### config.mk
export PLATFORM = sky130hd
export DESIGN_NAME = refcounted_tag_cache_top
export DESIGN_NICKNAME = d
export VERILOG_FILES = /design/src/hw/rtl/rtc_pkg.sv /design/src/hw/rtl/refcounted_tag_cache_top.sv /design/src/hw/rtl/rtc_entry_mem.sv /design/src/hw/rtl/rtc_order_mem.sv /design/src/hw/rtl/rtc_ctrl.sv
export VERILOG_INCLUDE_DIRS = /design/src /design/src/hw/rtl
export SDC_FILE = /design/constraint.sdc
export NUM_CORES = 2
export LEC_CHECK = 0
export ABC_AREA = 1
export BUFFER_PORTS_ARGS = -buffer_cell sky130_fd_sc_hd__clkbuf_2
export CAP_MARGIN = 5
export CORE_MARGIN = 2
export CORE_UTILIZATION = 40
export DETAILED_ROUTE_END_ITERATION = 8
export SLEW_MARGIN = 5
export SYNTH_ARGS = -nofsm -noshare
export SYNTH_HDL_FRONTEND = slang
export SYNTH_SLANG_ARGS = --single-unit
### constraint.sdc
create_clock -name clk -period 8.67 [get_ports clk]
set_clock_uncertainty 0.2 [all_clocks]
set_input_delay 0 -clock clk [delete_from_list [all_inputs] [get_ports clk]]
set_output_delay 0 -clock clk [all_outputs]
set_load 0.05 [all_outputs]
### src/hw/rtl/refcounted_tag_cache_top_assert.svh
// Assertion macros used by the tag cache controller (rtc_ctrl)
`ifndef REFCOUNTED_TAG_CACHE_TOP_ASSERT_SVH
`define REFCOUNTED_TAG_CACHE_TOP_ASSERT_SVH

// Same-cycle implication, sampled on clk, off during rst
`define RTC_ASSERT_HOLDS(label, ante, cons, msg) \
  label: assert property (@(posedge clk) disable iff (rst) (ante) |-> (cons)) \
    else $error(msg);

// Next-cycle implication, sampled on clk, off during rst
`define RTC_ASSERT_NEXT(label, ante, cons, msg) \
  label: assert property (@(posedge clk) disable iff (rst) (ante) |=> (cons)) \
    else $error(msg);

`endif

### src/hw/rtl/rtc_pkg.sv
// Types and codes for the reference-counted tag cache
`timescale 1ns / 1ps
`default_nettype none

package rtc_pkg;

  typedef logic [1:0] cmd_t;
  localparam cmd_t CMD_ACQUIRE = 2'd0;
  localparam cmd_t CMD_ADDREF  = 2'd1;
  localparam cmd_t CMD_RELEASE = 2'd2;

  typedef logic [1:0] status_t;
  localparam status_t STAT_DONE     = 2'd0;
  localparam status_t STAT_CLAIMED  = 2'd1;
  localparam status_t STAT_FULL     = 2'd2;
  localparam status_t STAT_REL_ZERO = 2'd3;

  localparam logic [15:0] COUNT_MAX = 16'hFFFF;

  typedef struct packed {
    logic [31:0] obj;
    logic [15:0] dev;
    logic [15:0] count;
  } entry_t;

  typedef enum logic [2:0] {
    S_IDLE,
    S_SCAN,
    S_FINISH,
    S_SLOT_RD,
    S_SLOT_OP,
    S_MTF,
    S_EMIT
  } state_t;

endpackage

`default_nettype wire

### src/hw/rtl/refcounted_tag_cache_top.sv
// Top level of the reference-counted tag cache
//
// Input channel s_*: one beat per command. s_tuser carries cmd (0 acquire by
// tag, 1 add reference, 2 release). Output channel m_*: exactly one result
// beat per command, in command order; m_tuser carries the status code.
// Commands are processed one at a time; s_tready is high while idle.
// Acquire walks the recency list front to back through the order memory and
// then the entry memory, one position per cycle, until a match or the end of
// the list; the block takes the next command once the result is loaded into
// the output register. Add-reference and release read the slot's entry and
// then update its count; a release that drops a count to zero also runs the
// move-to-front pass over the order memory, down to the slot's list
// position.
// A finished result sits in the output register; the next command is accepted
// while it waits, and that command holds before its own result until m_tready.
// Reset (rst, synchronous) clears all tags and counts to zero and restores
// the order list to slot i at position i through per-entry valid bits, so the
// block accepts commands as soon as reset is released.
`timescale 1ns / 1ps
`default_nettype none

module refcounted_tag_cache_top
  import rtc_pkg::*;
#(
  parameter int ENTRIES = 32
) (
  input  wire logic        clk,
  input  wire logic        rst,
  input  wire logic        s_tvalid,
  output logic             s_tready,
  input  wire logic [55:0] s_tdata,   // object_number[31:0], device_number[47:32],
                                      // slot_index[52:48], zero pad[55:53]
  input  wire logic [1:0]  s_tuser,   // cmd[1:0]
  output logic             m_tvalid,
  input  wire logic        m_tready,
  output logic [23:0]      m_tdata,   // result_slot[4:0], count_after[20:5], zero pad[23:21]
  output logic [1:0]       m_tuser    // status[1:0]
);

  localparam int AW = $clog2(ENTRIES);

  entry_t        entry_rd_data, entry_wr_data;
  logic          entry_rd_en, entry_wr_en;
  logic [AW-1:0] entry_rd_addr, entry_wr_addr;
  logic          order_rd_en, order_wr_en;
  logic [AW-1:0] order_rd_addr, order_wr_addr, order_rd_data, order_wr_data;
  logic [4:0]    out_slot;
  status_t       out_status;
  logic [15:0]   out_count;

  rtc_ctrl #(.ENTRIES(ENTRIES)) u_ctrl (
    .clk           (clk),
    .rst           (rst),
    .in_valid      (s_tvalid),
    .in_ready      (s_tready),
    .in_cmd        (s_tuser),
    .in_obj        (s_tdata[31:0]),
    .in_dev        (s_tdata[47:32]),
    .in_slot       (s_tdata[52:48]),
    .out_valid     (m_tvalid),
    .out_ready     (m_tready),
    .out_slot      (out_slot),
    .out_status    (out_status),
    .out_count     (out_count),
    .entry_rd_en   (entry_rd_en),
    .entry_rd_addr (entry_rd_addr),
    .entry_rd_data (entry_rd_data),
    .entry_wr_en   (entry_wr_en),
    .entry_wr_addr (entry_wr_addr),
    .entry_wr_data (entry_wr_data),
    .order_rd_en   (order_rd_en),
    .order_rd_addr (order_rd_addr),
    .order_rd_data (order_rd_data),
    .order_wr_en   (order_wr_en),
    .order_wr_addr (order_wr_addr),
    .order_wr_data (order_wr_data)
  );

  rtc_entry_mem #(.ENTRIES(ENTRIES)) u_entry_mem (
    .clk     (clk),
    .rst     (rst),
    .rd_en   (entry_rd_en),
    .rd_addr (entry_rd_addr),
    .rd_data (entry_rd_data),
    .wr_en   (entry_wr_en),
    .wr_addr (entry_wr_addr),
    .wr_data (entry_wr_data)
  );

  rtc_order_mem #(.ENTRIES(ENTRIES)) u_order_mem (
    .clk     (clk),
    .rst     (rst),
    .rd_en   (order_rd_en),
    .rd_addr (order_rd_addr),
    .rd_data (order_rd_data),
    .wr_en   (order_wr_en),
    .wr_addr (order_wr_addr),
    .wr_data (order_wr_data)
  );

  assign m_tdata = {3'b000, out_count, out_slot};
  assign m_tuser = out_status;

endmodule

`default_nettype wire

### src/hw/rtl/rtc_entry_mem.sv
// Tag and count memory with per-entry valid bits standing in for the cleared reset
`timescale 1ns / 1ps
`default_nettype none

module rtc_entry_mem
  import rtc_pkg::*;
#(
  parameter int ENTRIES = 32,
  localparam int AW = $clog2(ENTRIES)
) (
  input  wire logic          clk,
  input  wire logic          rst,
  input  wire logic          rd_en,
  input  wire logic [AW-1:0] rd_addr,
  output entry_t             rd_data,
  input  wire logic          wr_en,
  input  wire logic [AW-1:0] wr_addr,
  input  wire entry_t        wr_data
);

  entry_t             mem [ENTRIES];
  logic [ENTRIES-1:0] valid;
  entry_t             rd_raw;
  logic               rd_valid;

  always_ff @(posedge clk) begin
    if (rst) begin
      valid <= '0;
    end else if (wr_en) begin
      valid[wr_addr] <= 1'b1;
    end
  end

  always_ff @(posedge clk) begin
    if (wr_en) begin
      mem[wr_addr] <= wr_data;
    end
  end

  always_ff @(posedge clk) begin
    if (rd_en) begin
      rd_raw   <= mem[rd_addr];
      rd_valid <= valid[rd_addr];
    end
  end

  // an entry never written reads as the cleared tag and count
  assign rd_data = rd_valid ? rd_raw : '0;

endmodule

`default_nettype wire

### src/hw/rtl/rtc_order_mem.sv
// Recency order memory; a position never written reads as its own index
`timescale 1ns / 1ps
`default_nettype none

module rtc_order_mem #(
  parameter int ENTRIES = 32,
  localparam int AW = $clog2(ENTRIES)
) (
  input  wire logic          clk,
  input  wire logic          rst,
  input  wire logic          rd_en,
  input  wire logic [AW-1:0] rd_addr,
  output logic      [AW-1:0] rd_data,
  input  wire logic          wr_en,
  input  wire logic [AW-1:0] wr_addr,
  input  wire logic [AW-1:0] wr_data
);

  logic [AW-1:0]      mem [ENTRIES];
  logic [ENTRIES-1:0] valid;
  logic [AW-1:0]      rd_raw;
  logic [AW-1:0]      rd_addr_q;
  logic               rd_valid;

  always_ff @(posedge clk) begin
    if (rst) begin
      valid <= '0;
    end else if (wr_en) begin
      valid[wr_addr] <= 1'b1;
    end
  end

  always_ff @(posedge clk) begin
    if (wr_en) begin
      mem[wr_addr] <= wr_data;
    end
  end

  always_ff @(posedge clk) begin
    if (rd_en) begin
      rd_raw    <= mem[rd_addr];
      rd_valid  <= valid[rd_addr];
      rd_addr_q <= rd_addr;
    end
  end

  assign rd_data = rd_valid ? rd_raw : rd_addr_q;

endmodule

`default_nettype wire

### src/hw/rtl/rtc_ctrl.sv
// Command sequencer: list scan, count update, move-to-front and result register
`timescale 1ns / 1ps
`default_nettype none
`include "refcounted_tag_cache_top_assert.svh"

module rtc_ctrl
  import rtc_pkg::*;
#(
  parameter int ENTRIES = 32,
  localparam int AW = $clog2(ENTRIES)
) (
  input  wire logic          clk,
  input  wire logic          rst,
  input  wire logic          in_valid,
  output logic               in_ready,
  input  wire cmd_t          in_cmd,
  input  wire logic [31:0]   in_obj,
  input  wire logic [15:0]   in_dev,
  input  wire logic [4:0]    in_slot,
  output logic               out_valid,
  input  wire logic          out_ready,
  output logic [4:0]         out_slot,
  output status_t            out_status,
  output logic [15:0]        out_count,
  output logic               entry_rd_en,
  output logic [AW-1:0]      entry_rd_addr,
  input  wire entry_t        entry_rd_data,
  output logic               entry_wr_en,
  output logic [AW-1:0]      entry_wr_addr,
  output entry_t             entry_wr_data,
  output logic               order_rd_en,
  output logic [AW-1:0]      order_rd_addr,
  input  wire logic [AW-1:0] order_rd_data,
  output logic               order_wr_en,
  output logic [AW-1:0]      order_wr_addr,
  output logic [AW-1:0]      order_wr_data
);

  localparam logic [AW:0] ENTRIES_W = (AW+1)'(ENTRIES);
  localparam logic [AW:0] LAST_POS  = (AW+1)'(ENTRIES - 1);

  state_t state, state_next;

  cmd_t        cmd_q;
  logic [31:0] obj_q;
  logic [15:0] dev_q;
  logic [AW-1:0] slot_q;

  logic [AW:0]   rd_pos;
  logic          s1, s1_last, s2, s2_last;
  logic [AW-1:0] s1_pos, s2_slot;
  logic          hit, have_free;
  logic [AW-1:0] hit_slot, free_slot, carry;
  logic [15:0]   hit_count;

  logic [4:0]  res_slot, res_slot_next;
  status_t     res_status, res_status_next;
  logic [15:0] res_count, res_count_next;
  logic        res_load, out_load;

  logic          accept, match, scan_end, mtf_end;
  logic          slot_in_range;
  logic [AW+4:0] slot_wide;
  logic [AW-1:0] slot_aw;
  logic [15:0]   cur_count;

  function automatic logic [4:0] slot5(input logic [AW-1:0] s);
    logic [AW+4:0] w;
    w = {5'b0, s};
    return w[4:0];
  endfunction

  function automatic logic [15:0] count_up(input logic [15:0] c);
    return (c == COUNT_MAX) ? c : c + 16'd1;
  endfunction

  assign in_ready      = (state == S_IDLE);
  assign accept        = in_valid && in_ready;
  assign slot_wide     = {{AW{1'b0}}, in_slot};
  assign slot_aw       = slot_wide[AW-1:0];
  assign slot_in_range = ({4'b0, in_slot} < 9'(ENTRIES));
  assign cur_count     = entry_rd_data.count;

  assign match    = (entry_rd_data.obj == obj_q) && (entry_rd_data.dev == dev_q);
  assign scan_end = (state == S_SCAN) && s2 && (match || s2_last);
  assign mtf_end  = (state == S_MTF) && s1 && ((order_rd_data == slot_q) || s1_last);
  assign out_load = (state == S_EMIT) && (!out_valid || out_ready);

  always_comb begin
    state_next = state;
    unique case (state)
      S_IDLE: begin
        if (accept) begin
          if (in_cmd == CMD_ACQUIRE) begin
            state_next = S_SCAN;
          end else if (slot_in_range) begin
            state_next = S_SLOT_RD;
          end else begin
            state_next = S_EMIT;
          end
        end
      end
      S_SCAN: begin
        if (scan_end) begin
          state_next = S_FINISH;
        end
      end
      S_FINISH:  state_next = S_EMIT;
      S_SLOT_RD: state_next = S_SLOT_OP;
      S_SLOT_OP: begin
        if (cmd_q == CMD_RELEASE && cur_count == 16'd1) begin
          state_next = S_MTF;
        end else begin
          state_next = S_EMIT;
        end
      end
      S_MTF: begin
        if (mtf_end) begin
          state_next = S_EMIT;
        end
      end
      S_EMIT: begin
        if (out_load) begin
          state_next = S_IDLE;
        end
      end
      default: state_next = S_IDLE;
    endcase
  end

  always_comb begin
    order_rd_en     = 1'b0;
    order_rd_addr   = rd_pos[AW-1:0];
    order_wr_en     = 1'b0;
    order_wr_addr   = s1_pos;
    order_wr_data   = carry;
    entry_rd_en     = 1'b0;
    entry_rd_addr   = slot_q;
    entry_wr_en     = 1'b0;
    entry_wr_addr   = slot_q;
    entry_wr_data   = entry_rd_data;
    res_load        = 1'b0;
    res_slot_next   = in_slot;
    res_status_next = STAT_DONE;
    res_count_next  = 16'd0;
    unique case (state)
      S_IDLE: begin
        // out-of-range slot: answer at once
        res_load = accept && (in_cmd != CMD_ACQUIRE) && !slot_in_range;
      end
      S_SCAN: begin
        order_rd_en   = (rd_pos < ENTRIES_W) && !scan_end;
        entry_rd_en   = s1 && !scan_end;
        entry_rd_addr = order_rd_data;
      end
      S_FINISH: begin
        res_load = 1'b1;
        if (hit) begin
          entry_wr_en         = 1'b1;
          entry_wr_addr       = hit_slot;
          entry_wr_data.obj   = obj_q;
          entry_wr_data.dev   = dev_q;
          entry_wr_data.count = count_up(hit_count);
          res_slot_next       = slot5(hit_slot);
          res_count_next      = count_up(hit_count);
        end else if (have_free) begin
          entry_wr_en         = 1'b1;
          entry_wr_addr       = free_slot;
          entry_wr_data.obj   = obj_q;
          entry_wr_data.dev   = dev_q;
          entry_wr_data.count = 16'd1;
          res_slot_next       = slot5(free_slot);
          res_status_next     = STAT_CLAIMED;
          res_count_next      = 16'd1;
        end else begin
          res_slot_next   = 5'd0;
          res_status_next = STAT_FULL;
        end
      end
      S_SLOT_RD: begin
        entry_rd_en = 1'b1;
      end
      S_SLOT_OP: begin
        res_load      = 1'b1;
        res_slot_next = slot5(slot_q);
        case (cmd_q)
          CMD_ADDREF: begin
            entry_wr_en         = 1'b1;
            entry_wr_data.count = count_up(cur_count);
            res_count_next      = count_up(cur_count);
          end
          CMD_RELEASE: begin
            if (cur_count == 16'd0) begin
              res_status_next = STAT_REL_ZERO;
            end else begin
              entry_wr_en         = 1'b1;
              entry_wr_data.count = cur_count - 16'd1;
              res_count_next      = cur_count - 16'd1;
            end
          end
          default: begin
            res_count_next = cur_count;
          end
        endcase
      end
      S_MTF: begin
        // shift each position down by one until the released slot is met
        order_rd_en = (rd_pos < ENTRIES_W) && !mtf_end;
        order_wr_en = s1;
      end
      S_EMIT: begin
      end
      default: begin
      end
    endcase
  end

  always_ff @(posedge clk) begin
    if (rst) begin
      state     <= S_IDLE;
      out_valid <= 1'b0;
      s1        <= 1'b0;
      s2        <= 1'b0;
    end else begin
      state <= state_next;
      s1    <= order_rd_en;
      s2    <= (state == S_SCAN) && s1 && !scan_end;
      if (out_load) begin
        out_valid <= 1'b1;
      end else if (out_ready) begin
        out_valid <= 1'b0;
      end
    end
  end

  always_ff @(posedge clk) begin
    if (accept) begin
      cmd_q     <= in_cmd;
      obj_q     <= in_obj;
      dev_q     <= in_dev;
      slot_q    <= slot_aw;
      rd_pos    <= '0;
      hit       <= 1'b0;
      have_free <= 1'b0;
    end else if (order_rd_en) begin
      rd_pos <= rd_pos + 1'b1;
    end
    s1_pos  <= rd_pos[AW-1:0];
    s1_last <= (rd_pos == LAST_POS);
    s2_last <= s1_last;
    s2_slot <= order_rd_data;
    if (state == S_SCAN && s2) begin
      if (match) begin
        hit       <= 1'b1;
        hit_slot  <= s2_slot;
        hit_count <= cur_count;
      end else if (cur_count == 16'd0) begin
        have_free <= 1'b1;
        free_slot <= s2_slot;
      end
    end
    if (state == S_SLOT_OP) begin
      rd_pos <= '0;
      carry  <= slot_q;
    end else if (state == S_MTF && s1) begin
      carry <= order_rd_data;
    end
    if (res_load) begin
      res_slot   <= res_slot_next;
      res_status <= res_status_next;
      res_count  <= res_count_next;
    end
    if (out_load) begin
      out_slot   <= res_slot;
      out_status <= res_status;
      out_count  <= res_count;
    end
  end

  `RTC_ASSERT_NEXT(a_accept_busy, accept, state != S_IDLE, "accepted beat left block idle")
  `RTC_ASSERT_HOLDS(a_scan_no_write, state == S_SCAN, !entry_wr_en && !order_wr_en,
                    "memory write during list scan")
  `RTC_ASSERT_HOLDS(a_mtf_behind_read, order_wr_en,
                    (state == S_MTF) && ({1'b0, s1_pos} < rd_pos),
                    "order write not behind read pointer")
  `RTC_ASSERT_NEXT(a_emit_hold, (state == S_EMIT) && out_valid && !out_ready,
                   state == S_EMIT, "result dropped while output stalled")

endmodule

`default_nettype wire

==> key figures <==
Flow run
  • MaxCap Viol Count: 0

Clocking
  • # Post-CTS Setup Buffers: 0
  • Clock sinks: between 2,000 and 3,000
  • CTS HTree Levels: 4
  • # resized after CTS: 0
  • Clk slew on worst S/H paths: roughly 0.060 ns
  • CTS tree: done
  • Later-pin clock latency in the skew report: about 0.90 ns
  • Bufs on Longest Clock Path: 3
  • Hold-fix buffers, CTS: 116
  • Num CTS Buffers: about 240
  • Root Driver: clkbuf_16

Synthesis
  • Adder-cell share of the synthesized area: 0.00112
  • Top-area cell type share of the netlist area: 0.721
  • Post-synth EDFFs: approximately 2,400
  • Post-Synth Simple-Gate Area: 0.120
  • Combinational family with the most area after synthesis: simple AND/OR/NAND/NOR gates
  • Syn avg cell area: between 10 and 15 um^2
  • Complex-gate fraction of the synthesized area: 0.105
  • Flops & latches, synth: about 2,500
  • Area of the mapped netlist: 101,000 um^2
  • Ys async rst share: 0
  • Synth Flop Type: edfxtp_1
  • Sequential share of the synthesized area: 0.739
  • Top cells by area, synth: edfxtp_1 72%, o21ai_0 5.2%, nand2_1 4.4%
  • Cell taking the most area after synthesis: edfxtp_1
  • Yosys cell types: between 40 and 50
  • Yosys Warn Count: 0
  • Post-synthesis mux area share: 0.0000994
  • Synthesized instance count: 8,194
  • Synth Area in XOR/XNOR: 0.00357
  • Commonest cells post-synth: 2,416 x edfxtp_1, 1,186 x nand2_1, 1,157 x nor2_1
  • Top-count cell post-synth: edfxtp_1

Route
  • DR vias/cell: 5.67
  • Routed Antenna Nets: 0
  • # DRC: 0
  • Post-DR wirelength/cell: between 20 and 25 um
  • Iteration-0 DRC Markers: a little under 9,000
  • Vias: between 60,000 and 70,000
  • Drt total wl: between 200,000 and 300,000 um
  • 1st-pass router iterations: 8

Pwr
  • Maximum vdd drop: between 0.3 and 0.4 mV
  • Cell leakage power: roughly 0.038 uW
  • Clock power share: 0.273
  • Sw Ratio: 0.366
  • Tot Pwr: 36,100 uW
  • Power per Cell Area: between 300 and 400 nW/um^2
  • Internal power: ~23,000 uW
  • Combinational Power Share: 0.316
  • Sequential share of power: 0.411
  • Sw Pwr: about 13,000 uW

Critical path
  • Crit path buffers/inverters: 4
  • Most used cell, CP: inv_1
  • Endpoint type of the worst setup path: register
  • Startpoint Class: register
  • CP required: 8.72 ns
  • Worst path cell trace: nand2_1 -> ha_1 -> inv_1 -> nor2_1 -> nand2_1 -> inv_1 -> nand2_4 -> inv_1 -> nand2_1 -> o22ai_1 -> nor2_1 -> nor2_1 -> inv_1 -> nand3_1
  • CP max stage cell: edfxtp_1
  • Critical Path AT: ~5.3 ns
  • CP max stage delay: 1.09 ns
  • CP Class: reg2reg
  • Crit-path max FO: 32
  • Delay-heaviest family, CP: simple AND/OR/NAND/NOR gates

Placed design
  • Final Wtd Congestion: approximately 0.86
  • Placed cell area: 104,000 um^2
  • Post-DP HPWL: 132,000 um
  • # placed instances: 11,200
  • Port buffer count: a little over 80

Global route
  • Total grt overflow: 0
  • First-pass GRT wire length: slightly above 400,000 um
  • Gr usage total: 0.212
  • Antenna violations before repair: 2
  • Vias in the first global route: a little over 60,000
  • Largest net degree at the start of global routing: around 210

Timing
  • Slew headroom: 0.140
  • # setup viols final: 0
  • RSZ-0062 raised after global routing: false
  • Fin crit share: 0.607
  • Slew Viols, Final: 0
  • Setup TNS: 0 ns
  • Fin crit period: around 5.3 ns
  • Final number of hold-violating endpoints: 0
  • Fmax: between 150 and 200 MHz
  • Slew @ Worst Pin: about 1.3 ns

Die
  • Core ar.: around 250,000 um^2
  • Die ar.: 256,000 um^2
  • Core Rows: ~180
  • Initial Utilization: 0.401
  • Ports: 90
  • Die Y: slightly above 500 um
  • Die width: between 500 and 600 um

Status
  • Status: finished clean

Final layout
  • Final cell count without fillers: about 12,000
  • ANT cells: 0
  • P&R area growth vs syn: 12.2%
  • Final instance area: approximately 110,000 um^2
  • Fraction of final layout cells with drive strength greater than 1: 0.0801
  • # nets final: between 8,000 and 9,000
  • Fin util: 0.451

Min path
  • Hold Crit Class: in2reg
registers in the layout (all words and copies together), names as in the netlist, 3 cells and up:
register and flops:
u_ctrl.out_slot 5, u_ctrl.dev_q 16, u_order_mem.mem 160, u_ctrl.hit_slot 5
u_ctrl.s2_slot 5, u_order_mem.valid 32, u_ctrl.res_count 16, u_entry_mem.mem 2048
u_ctrl.obj_q 32, u_ctrl.slot_q 5, u_ctrl.out_count 16, u_ctrl.order_wr_data 5
u_ctrl.free_slot 5, u_ctrl.rd_pos 6, u_ctrl.res_slot 5, u_entry_mem.valid 32
u_ctrl.hit_count 16, u_entry_mem.rd_raw 64, u_order_mem.rd_raw 5, u_ctrl.state 3
u_ctrl.order_wr_addr 5, u_order_mem.rd_addr_q 5
metrics by stage:
stage | setup WS [ns] | hold slack, ns
floorplan | 2.53 | -0.101
global placement | 3.54 | -0.0218
detailed placement | 3.53 | -0.0214
CTS | 3.50 | 0.0548
global route | 3.09 | 0.101
finish | 3.41 | 0.121
worst paths after layout:
path                   startpoint                      to  slack (ns)  cells past startpoint
min                           rst    u_order_mem.valid[2]        0.12                      4
max          u_entry_mem.rd_valid  u_entry_mem.mem[8][12]        3.41                     14
max reg2reg  u_entry_mem.rd_valid  u_entry_mem.mem[8][12]        3.41                     14
min reg2reg        u_ctrl.s1_last          u_ctrl.s2_last        0.15                      0
metal layers:
layer,global-route usage,wire length (um)
met1,0.310,120000
met2,0.329,128000
met3,0.0327,26000
met4,0.0528,6310
met5,0,0
final cells by class:
type	count	area [um^2]
clock buffers	308	6290
clock inverters	132	990
fillers	22300	138000
inverters	245	1110
multi-input cells	4923	23300
flip-flops and latches	2506	74400
well taps	3348	4190
repair buffers	330	2780
worst min-delay path, cell delays in order:
cell	delay, ns
dlygate4sd3_1	0.53
clkbuf_2	0.10
buf_4	0.34
nor2_1	0.17
layout by cell type, fill, tap and decap left out, types with 5 or more instances in the layout:
master,synthesis,layout
nand3b_1,5,5
or2_2,48,48
ha_1,9,9
nor2_2,15,16
nor3_1,6,6
a21oi_1,173,172
edfxtp_1,2416,2416
bufinv_16,0,8
clkinv_1,3,63
inv_6,0,37
nand2_4,5,6
clkinv_2,0,48
nand4_1,24,24
nor2_1,1157,1154
nand3_1,499,499
dlygate4sd3_1,0,116
nand2_2,7,6
inv_1,235,200
buf_12,0,16
xor2_1,39,39
clkbuf_2,0,83
nand2_1,1186,1185
dfxtp_1,90,89
buf_4,13,113
o21ai_0,1037,988
o22ai_1,428,428
o211ai_1,122,122
clkbuf_1,307,65
o21ai_2,2,13
o21ai_1,115,149
o221ai_1,22,22
clkbuf_16,0,240
power groups by stage:
| stage | clock [uW] | sequential [uW] | combinational, uW |
|---|---|---|---|
| after floorplan | 0 | 15000 | 7640 |
| after global placement | 0 | 15100 | 11000 |
| after detailed placement | 0 | 15100 | 11200 |
| after CTS | 9970 | 14800 | 11300 |
| after global routing | 10400 | 14900 | 12500 |
| final | 9870 | 14800 | 11400 |
kinds of logic after synthesis:
family                     count (synthesis)
AOI/OAI and AO/OA                       1910
xor gates and xnor gates                  41
adders and majority gates                  9
buffers and inverters                    767
DFF                                     2506
muxes                                      1
other                                      1
and+or+nand+nor                         2959
(Power assumes the default switching activity.)
